--- src/rtl/fmrt_pkg.sv ---
// Package for the floor match and remove table.
// Holds the default sizes, opcodes, the sequencer state type and the scan control struct.
// No dependencies.
`default_nettype none

package fmrt_pkg;

  // Default sizes, handed to the top level parameters.
  localparam int unsigned FMRT_CAPACITY   = 1024;
  localparam int unsigned FMRT_VALUE_BITS = 30;

  // Operation codes carried in the low field of the input transfer.
  localparam logic [1:0] OP_CLEAR = 2'd0;
  localparam logic [1:0] OP_ADD   = 2'd1;
  localparam logic [1:0] OP_BID   = 2'd2;

  typedef enum logic [1:0] {
    ST_IDLE,
    ST_SCAN,
    ST_DRAIN,
    ST_CLAIM
  } fmrt_state_t;

  // Control from the sequencer to the compare unit.
  typedef struct packed {
    logic start;  // new bid: forget the previous best
    logic upd;    // read data valid this cycle
  } fmrt_cmp_ctl_t;

endpackage

`default_nettype wire

--- src/rtl/fmrt_cmp.sv ---
// Shared compare unit: keeps the best unclaimed value not above the bid.
// Depends on fmrt_pkg.
`default_nettype none

module fmrt_cmp
  import fmrt_pkg::*;
#(
  parameter int unsigned CAPACITY   = FMRT_CAPACITY,
  parameter int unsigned VALUE_BITS = FMRT_VALUE_BITS,
  localparam int unsigned IW = $clog2(CAPACITY)
) (
  input  wire logic                    clk,
  input  wire logic                    rst_n,
  input  wire fmrt_cmp_ctl_t           ctl,
  input  wire logic [VALUE_BITS-1:0]   bid,
  input  wire logic [VALUE_BITS:0]     rd_data,   // {claimed, value}
  input  wire logic [IW-1:0]           rd_idx,
  output logic                         hit_r,
  output logic      [VALUE_BITS-1:0]   best_val_r,
  output logic      [IW-1:0]           best_idx_r
);

  logic                  hit_nxt;
  logic [VALUE_BITS-1:0] best_val_nxt;
  logic [IW-1:0]         best_idx_nxt;
  logic [VALUE_BITS-1:0] cur_val;
  logic                  take;

  assign cur_val = rd_data[VALUE_BITS-1:0];
  // strict greater keeps the lowest index among equal values
  assign take = ctl.upd && !rd_data[VALUE_BITS] && (cur_val <= bid) &&
                (!hit_r || (cur_val > best_val_r));

  always_comb begin
    hit_nxt      = hit_r;
    best_val_nxt = best_val_r;
    best_idx_nxt = best_idx_r;
    if (ctl.start) begin
      hit_nxt = 1'b0;
    end else if (take) begin
      hit_nxt      = 1'b1;
      best_val_nxt = cur_val;
      best_idx_nxt = rd_idx;
    end
  end

  always_ff @(posedge clk) begin
    if (!rst_n) begin
      hit_r <= 1'b0;
    end else begin
      hit_r <= hit_nxt;
    end
  end

  always_ff @(posedge clk) begin
    best_val_r <= best_val_nxt;
    best_idx_r <= best_idx_nxt;
  end

endmodule

`default_nettype wire

--- config.mk ---
export PLATFORM = sky130hd
export DESIGN_NAME = fmrt_cmp
export DESIGN_NICKNAME = d
export VERILOG_FILES = /design/src/rtl/fmrt_pkg.sv /design/src/rtl/fmrt_cmp.sv
export SDC_FILE = /design/constraint.sdc
export NUM_CORES = 1
export LEC_CHECK = 0
export ABC_CLOCK_PERIOD_IN_PS = 7900
export BUFFER_PORTS_ARGS = -buffer_cell sky130_fd_sc_hd__buf_4
export CORE_MARGIN = 3
export CORE_UTILIZATION = 40
export DETAILED_ROUTE_END_ITERATION = 10
export PLACE_DENSITY = 0.79
export SLEW_MARGIN = 25
export SYNTH_ARGS = -nofsm -noshare
export SYNTH_HDL_FRONTEND = slang
export SYNTH_SLANG_ARGS = --single-unit
--- constraint.sdc ---
create_clock -name clk -period 7.9 [get_ports clk]
set_clock_uncertainty 0.05 [all_clocks]
set_input_delay 1.185 -clock clk [delete_from_list [all_inputs] [get_ports clk]]
set_output_delay 1.185 -clock clk [all_outputs]
set_load 0.05 [all_outputs]
# ---- After elaboration in Yosys (flattened, before gate mapping)
# Cells that the tools add are included.
dict set report classes {
  n_lt_le_gt_ge 2
  n_shift 0
  bitwise_logic 2
  reduce_logical 8
  div_mod_pow 0
  multipliers 0
  eq_ne 0
  n_addsub 0
  mux 0
}
# cell n
set op_table {}
lappend op_table {{$gt 30x30->1} 1}
lappend op_table {{$le 30x30->1} 1}
lappend op_table {{$logic_and 1x1->1} 3}
lappend op_table {{$logic_not 1->1} 2}
lappend op_table {{$not 1->1} 2}
lappend op_table {{$reduce_and 2->1} 1}
lappend op_table {{$reduce_or 2->1} 1}
lappend op_table {{$logic_or 1x1->1} 1}
dict set report word_totals {
  ram_bits 0
  latch_bits 0
  memories 0
  wordCells 15
  inputBits 75
  romBits 0
  out_inout_bits 41
  ff_bits 41
}

# ---- Logic depth before layout (Yosys ltp)
# Gate-level depths: netlist (run 1).
dict set report depth {
  ltp_word 5
  depth_mapped 8
  mapped_depth_nobuf 8
}

# ---- Worst setup path before layout (run 1)
# No wires, ideal clock.
dict set report synth_timing {
  path_type {in2reg}
  start {in bid[28]}
  end {reg best_idx_r[0] (enable)}
  n_path_buf 0
  setup_ps 401
  required_ps 7449
  path_stages 7
  arrival_time_ps 3232
  setup_slack_ps 4217
  path_cell_list {inv_1 -> ha_1 -> nand4_1 -> nor4_2 -> nand2_1 -> o22ai_1 -> and3b_1}
}
dict set report synth_via {
  elab_chain_len 4
}
# item line_no
set synth_lines {}
lappend synth_lines {{from (decl)} fmrt_cmp.sv:15} ;# input wire logic [VALUE_BITS-1:0] bid,
lappend synth_lines {{$le 30x30->1} fmrt_cmp.sv:31} ;# assign take = ctl.upd && !rd_data[VALUE_BITS] && (cur_val <= bid) &&
lappend synth_lines {{$logic_and 1x1->1 (2 in series)} fmrt_cmp.sv:31}
lappend synth_lines {{$reduce_and 2->1 (no source line)} n/a}
lappend synth_lines {{to (signal assigned)} fmrt_cmp.sv:57} ;# best_idx_r <= best_idx_nxt;
lappend synth_lines {{to (decl)} fmrt_cmp.sv:20} ;# output logic [IW-1:0] best_idx_r
# No other way between the ends.
# A chain may end at the register's enable or synchronous reset.

# ---- Worst setup path after layout (run 1)
dict set report layout_timing {
  start {in bid[17]}
  end {reg best_idx_r[1] (enable)}
}
# Same word-level chain as after synthesis.

==> results of run 1 <==
Yosys cell counts, drive strengths merged (4+ instances only):
cell type  instances  area, µm²
edfxtp            40       1200
nand2b             4       25.0
ha                60        751
o21ai              9       45.0
nand3              6       30.0
inv               62        233
a21oi             24        124
nor2               7       26.3
nand4              7       43.8
nand2             18       67.6
through the flow:
step	hold slack [ns]	utilization, %	cells
after global routing	0.579	59.2	463
after global placement	0.545	57.1	455
after detailed placement	0.544	57.1	455
after CTS	0.569	59.2	463
final	0.566	59.2	463
after floorplan	0.754	-	263
power groups by stage:
stage	combinational (W)	sequential, W	clock [W]
after global routing	0.000133	0.000249	0.000220
after CTS	0.000120	0.000248	0.000212
after global placement	0.000115	0.000253	0
after detailed placement	0.000120	0.000253	0
after floorplan	0.0000454	0.000271	0
final	0.000119	0.000248	0.000207
state kept, by name, summed over array words and instances, names as in the netlist:
register and flops:
hit_r 1, best_val_r 30, best_idx_r 10
final cells by class:
cell class	instances	area share, %
inverters	62	6.02
clock inverters	3	1.78
well taps	77	2.49
repair buffers	115	22.3
clock buffers	5	1.78
multi-input cells	160	34.0
flip-flops and latches	41	31.6
worst max-delay path, stage by stage:
cell	delay (ns)
buf_4	0.08
inv_1	0.03
ha_1	0.29
a21oi_1	0.17
o21ai_0	0.17
a221oi_1	0.30
nand3_1	0.15
o22ai_1	0.18
and3b_2	0.86
cells by family (layout without fill, tap and decap cells):
kind of cell,after synthesis,count (layout),synth area share (%)
AO/OA/AOI/OAI,47,47,10.3
adder cells (fa/ha/maj),60,60,27.1
buffers and inverters,62,185,8.40
flip-flops,41,41,44.1
AND/OR/NAND/NOR,53,53,10.0
per-layer routing:
layer	share of wire [%]	routed length, µm	global-route usage [%]
met2	53	3550	31.9
met1	41	2780	19.9
met4	1.5	99	5.14
met3	4.8	323	2.49
met5	0	0	0
worst paths after layout:
check | from | to | slack [ns]
max | bid[17] | best_idx_r[1] | 4.32
min reg2reg | hit_r | hit_r | 0.57
max reg2reg | best_val_r[13] | best_idx_r[1] | 5.05
min | hit_r | hit_r | 0.57
==> impl_metrics.tcl, run 1 <==
set metrics [dict create \
    status "completed" \
    diodes 0 \
    crit_arrival_ns 3.46 \
    grt_max_degree 41 \
    critPathMaxFanout 40 \
    ys_types 31 \
    die_w_um 89.2 \
    post-cts-setup-buffers 0 \
    ys_seq_elements 41 \
    vias 2315 \
    antenna_found_initial 0 \
    cts_root_buffer "clkbuf_8" \
    cts_tree "yes" \
    synthFlopType "edfxtp_1" \
    synth_edf_count 40 \
    final-hold-violation-count 0 \
    finalCritPeriodShare_pct 45.3 \
    setup_tns_ns 0 \
    max_cap_violations 0 \
    finalPower_w 0.000573 \
    start_util_pct 42.4 \
    design_area_um2 3870 \
    relSlewSlack_pct 35.0 \
    p_seq_share_pct 43.3 \
    hold_buffers 0 \
    combPwrFrac_pct 20.7 \
    portBuffers 115 \
    grt_remaining_overflow 0 \
    clk_path_buf_depth 2 \
    fp.dieH_um 89.2 \
    drtIter0Drc 54 \
    syn_nets 398 \
    place_congestion 0.792 \
    syn_avg_cell_area_um2 10.5 \
    power.leakage_nw 1.98 \
    period_needed_ns 3.58 \
    cp-start-kind "input pin" \
    fillCellCount 601 \
    grt_pass1_wl_um 10500 \
    area_delta_synth_final_pct 39.7 \
    viasPerCell 5.00 \
    post-place-ws_ns 4.03 \
    clock-sinks 41 \
    hold_path_depth 1 \
    placementRows 29 \
    antenna_left 0 \
    peakVddDrop_mv 0.104 \
    multi_input_area_um2 1320 \
    drc 0 \
    switching_share_pct 25.5 \
    power_density_nw_per_um2 148 \
    mostFrequentLayoutCells "buf_4, inv_1, ha_1, edfxtp_1, a21oi_1" \
    wire_per_inst_um 14.6 \
    max_freq_mhz 279 \
    ioPinCount 116 \
    syn_area_um2 2770 \
    clkLatencyLatePin_ns 0.30 \
    layout_commonest_cell "buf_4" \
    cts.clk_slew.worst_paths_ns 0.09 \
    drtPass1Iterations 4 \
    dieArea_um2 7960 \
    final-max-slew-violation-count 0 \
    dp_hpwl_um 5760 \
    cts_buffers 5 \
    grt_usage_pct 17.0 \
    hold_path_class "reg2reg" \
    nets 520 \
    cp.required_ns 7.78 \
    rsz0062_at_grt "false" \
    syn-instance-count 263 \
    intPower_w 0.000427 \
    worst_slack_ns 4.32 \
    grt_pass1_vias 2401 \
    worst_pin_slew_ns 0.975 \
    yosysSeqAreaShare_pct 44.1 \
    register_area_um2 1220 \
    r2r_cells 7 \
    setup_viol_count_final 0 \
    cts_max_level 2 \
    core_um2 6530 \
    p_clk_share_pct 36.0 \
    postPlaceCellArea_um2 3730 \
    switchingPower_w 0.000146 \
    path_class "in2reg" \
    synthArstFlopShare_pct 0 \
    end_kind "flop" \
    drive_gt1_share_pct 32.9 \
    yosysWarnings 0 \
    routed_wl_um 6750 \
    cts_resized 0 \
]
(Power assumes the default switching activity.)
==> inputs of run 2 (changes only) <==
- ABC_CLOCK_PERIOD_IN_PS: 7900 -> 3400
- clock period: 7.9 -> 3.4 ns (I/O delays scaled with it)
==> run 2 against run 1 <==
Critical path depth did not move; final area fell by 0.81%; die area did not move; combinational power rose by 130%; sequential power rose by 130%; clock power rose by 54%; total power rose by 100%; via count barely moved; worst setup slack got worse by 3.4 ns; core utilization fell by 0.48 points; sequential share of layout area rose by 0.26 points; critical path type unchanged; critical endpoint is now best_val_r[22]; largest power group unchanged; highest routed layer unchanged.
==> impl_metrics.tcl, run 2 (same netlist as run 1, synthesis figures left out) <==
set metrics [dict create \
    status "completed" \
    drc 0 \
    hold_slack_ns 0.334 \
    hp-start "rd_idx[4]" \
    drtIter0Drc 55 \
    largest_reg_flops 30 \
    reg2reg_from "best_val_r[17]" \
    hold_buffers 0 \
    path_class "in2reg" \
    mostFrequentLayoutCells "buf_4, inv_1, ha_1, edfxtp_1, a21oi_1" \
    critPathMaxFanout 23 \
    critPathTopFamily "compound AO/OA/AOI/OAI gates" \
    register_area_um2 1220 \
    hold_path_depth 1 \
    drive_gt1_share_pct 33.2 \
    setup_viol_count_final 0 \
    vias 2313 \
    switchingPower_w 0.000330 \
    drtPass1Iterations 4 \
    multi_input_area_um2 1320 \
    slowest_stage "a221oi_1" \
    diodes 0 \
    fillCellCount 598 \
    p_clk_share_pct 27.2 \
    switching_share_pct 28.2 \
    cp.required_ns 3.32 \
    antenna_found_initial 0 \
    cp_num_buf_inv 2 \
    post-cts-setup-buffers 0 \
    grt_pass1_vias 2355 \
    clkLatencyLatePin_ns 0.29 \
    setup_tns_ns 0 \
    r2r_cells 9 \
    reg_top3 "best_val_r x30, best_idx_r x10, hit_r x1" \
    cts_buffers 5 \
    cts_tree "yes" \
    power_density_nw_per_um2 305 \
    routed_wl_um 6720 \
    hold_path_class "in2reg" \
    grt_remaining_overflow 0 \
    worst_pin_slew_ns 0.417 \
    max_freq_mhz 401 \
    period_needed_ns 2.49 \
    max_cap_violations 0 \
    placementRows 29 \
    cts_max_level 2 \
    largest_register "best_val_r" \
    grt_usage_pct 16.8 \
    reg2reg_to "best_val_r[22]" \
    hold_path_end "best_idx_r[4]" \
    cts_resized 0 \
    dp_hpwl_um 5820 \
    core_um2 6530 \
    combPwrFrac_pct 23.6 \
    critPathMaxStageDelay_ns 0.30 \
    end_kind "flop" \
    portBuffers 115 \
    start_util_pct 42.4 \
    intPower_w 0.000841 \
    viasPerCell 4.97 \
    place_congestion 0.804 \
    cp-start-kind "input pin" \
    grt_pass1_wl_um 10200 \
    finalCritPeriodShare_pct 73.3 \
    crit_path_frequent_cell "buf_4" \
    p_seq_share_pct 49.2 \
    cts_root_buffer "clkbuf_8" \
    layout_commonest_cell "buf_4" \
    cts.clk_slew.worst_paths_ns 0.08 \
    final-hold-violation-count 0 \
    postLayoutCoreUtil_pct 58.7 \
    final-max-slew-violation-count 0 \
    clk_path_buf_depth 2 \
    nets 522 \
    peakVddDrop_mv 0.134 \
    grt_max_degree 24 \
    clock-sinks 41 \
    antenna_left 0 \
    die_w_um 89.2 \
    worstPathCellList "buf_4 -> ha_1 -> a21oi_1 -> o21ai_0 -> a221oi_1 -> nand3_1 -> o22ai_1 -> and3b_2 -> buf_4" \
    instances_no_fill 465 \
    crit_arrival_ns 2.42 \
    dieArea_um2 7960 \
    rsz0062_at_grt "false" \
    relSlewSlack_pct 72.2 \
    wire_per_inst_um 14.4 \
    power.leakage_nw 1.96 \
    area_delta_synth_final_pct 38.5 \
    dp_cells 457 \
    fp.dieH_um 89.2 \
    ioPinCount 116 \
    r2r_slack_ns 0.93 \
]
-- run 2: worst max-delay path by stage --
stage,depth (start not counted),from,end,slack (ns)
after global placement,9,rd_data[17],best_val_r[21],0.67
after floorplan,7,best_val_r[13],best_idx_r[0],0.23
after detailed placement,9,rd_data[17],best_val_r[18],0.59
after CTS,9,rd_data[17],best_val_r[21],0.91
after global routing,10,bid[17],best_val_r[24],0.78
final,9,rd_data[17],best_val_r[22],0.91
-- run 2: power groups by stage --
stage / logic, W / registers (W) / clock network [W]
floorplan: 0.000105 / 0.000629 / 0
global placement: 0.000267 / 0.000588 / 0
detailed placement: 0.000278 / 0.000588 / 0
CTS: 0.000280 / 0.000576 / 0.000336
global route: 0.000309 / 0.000578 / 0.000357
finish: 0.000276 / 0.000576 / 0.000319
-- run 2: through the flow --
step,total power (W),setup WS (ns),instance area [µm²]
global route,0.00124,0.777,3840
floorplan,0.000735,0.232,2770
CTS,0.00119,0.906,3840
detailed placement,0.000866,0.592,3740
global placement,0.000855,0.669,3740
finish,0.00117,0.907,3840
-- run 2: worst register-to-register path, cell delays in order, from the launching register on --
cell,delay (ns)
edfxtp_1,0.41
inv_1,0.08
ha_1,0.23
a21oi_1,0.17
o21ai_0,0.11
a221oi_1,0.44
o211ai_2,0.14
a21oi_1,0.12
and3b_2,0.22
buf_4,0.23
-- run 2: routing by layer --
layer  wire length (µm)  part of all wire (%)  up-vias  GRT usage (%)
met4                218                   3.2        0           7.71
met2               3460                    52       83           29.9
met3                404                   6.0       16           4.06
met5                  0                     0        -              0
met1               2630                    39     1038           18.9
li1                   -                     -     1176              -
-- run 2: layout make-up --
cell class,instances,share of cell area [%]
clock inverter,3,0.587
sequential,41,31.8
tap,77,2.51
multi-input combinational,160,34.3
clock buffer,5,1.79
inverter,62,6.07
timing repair buffer,117,22.9
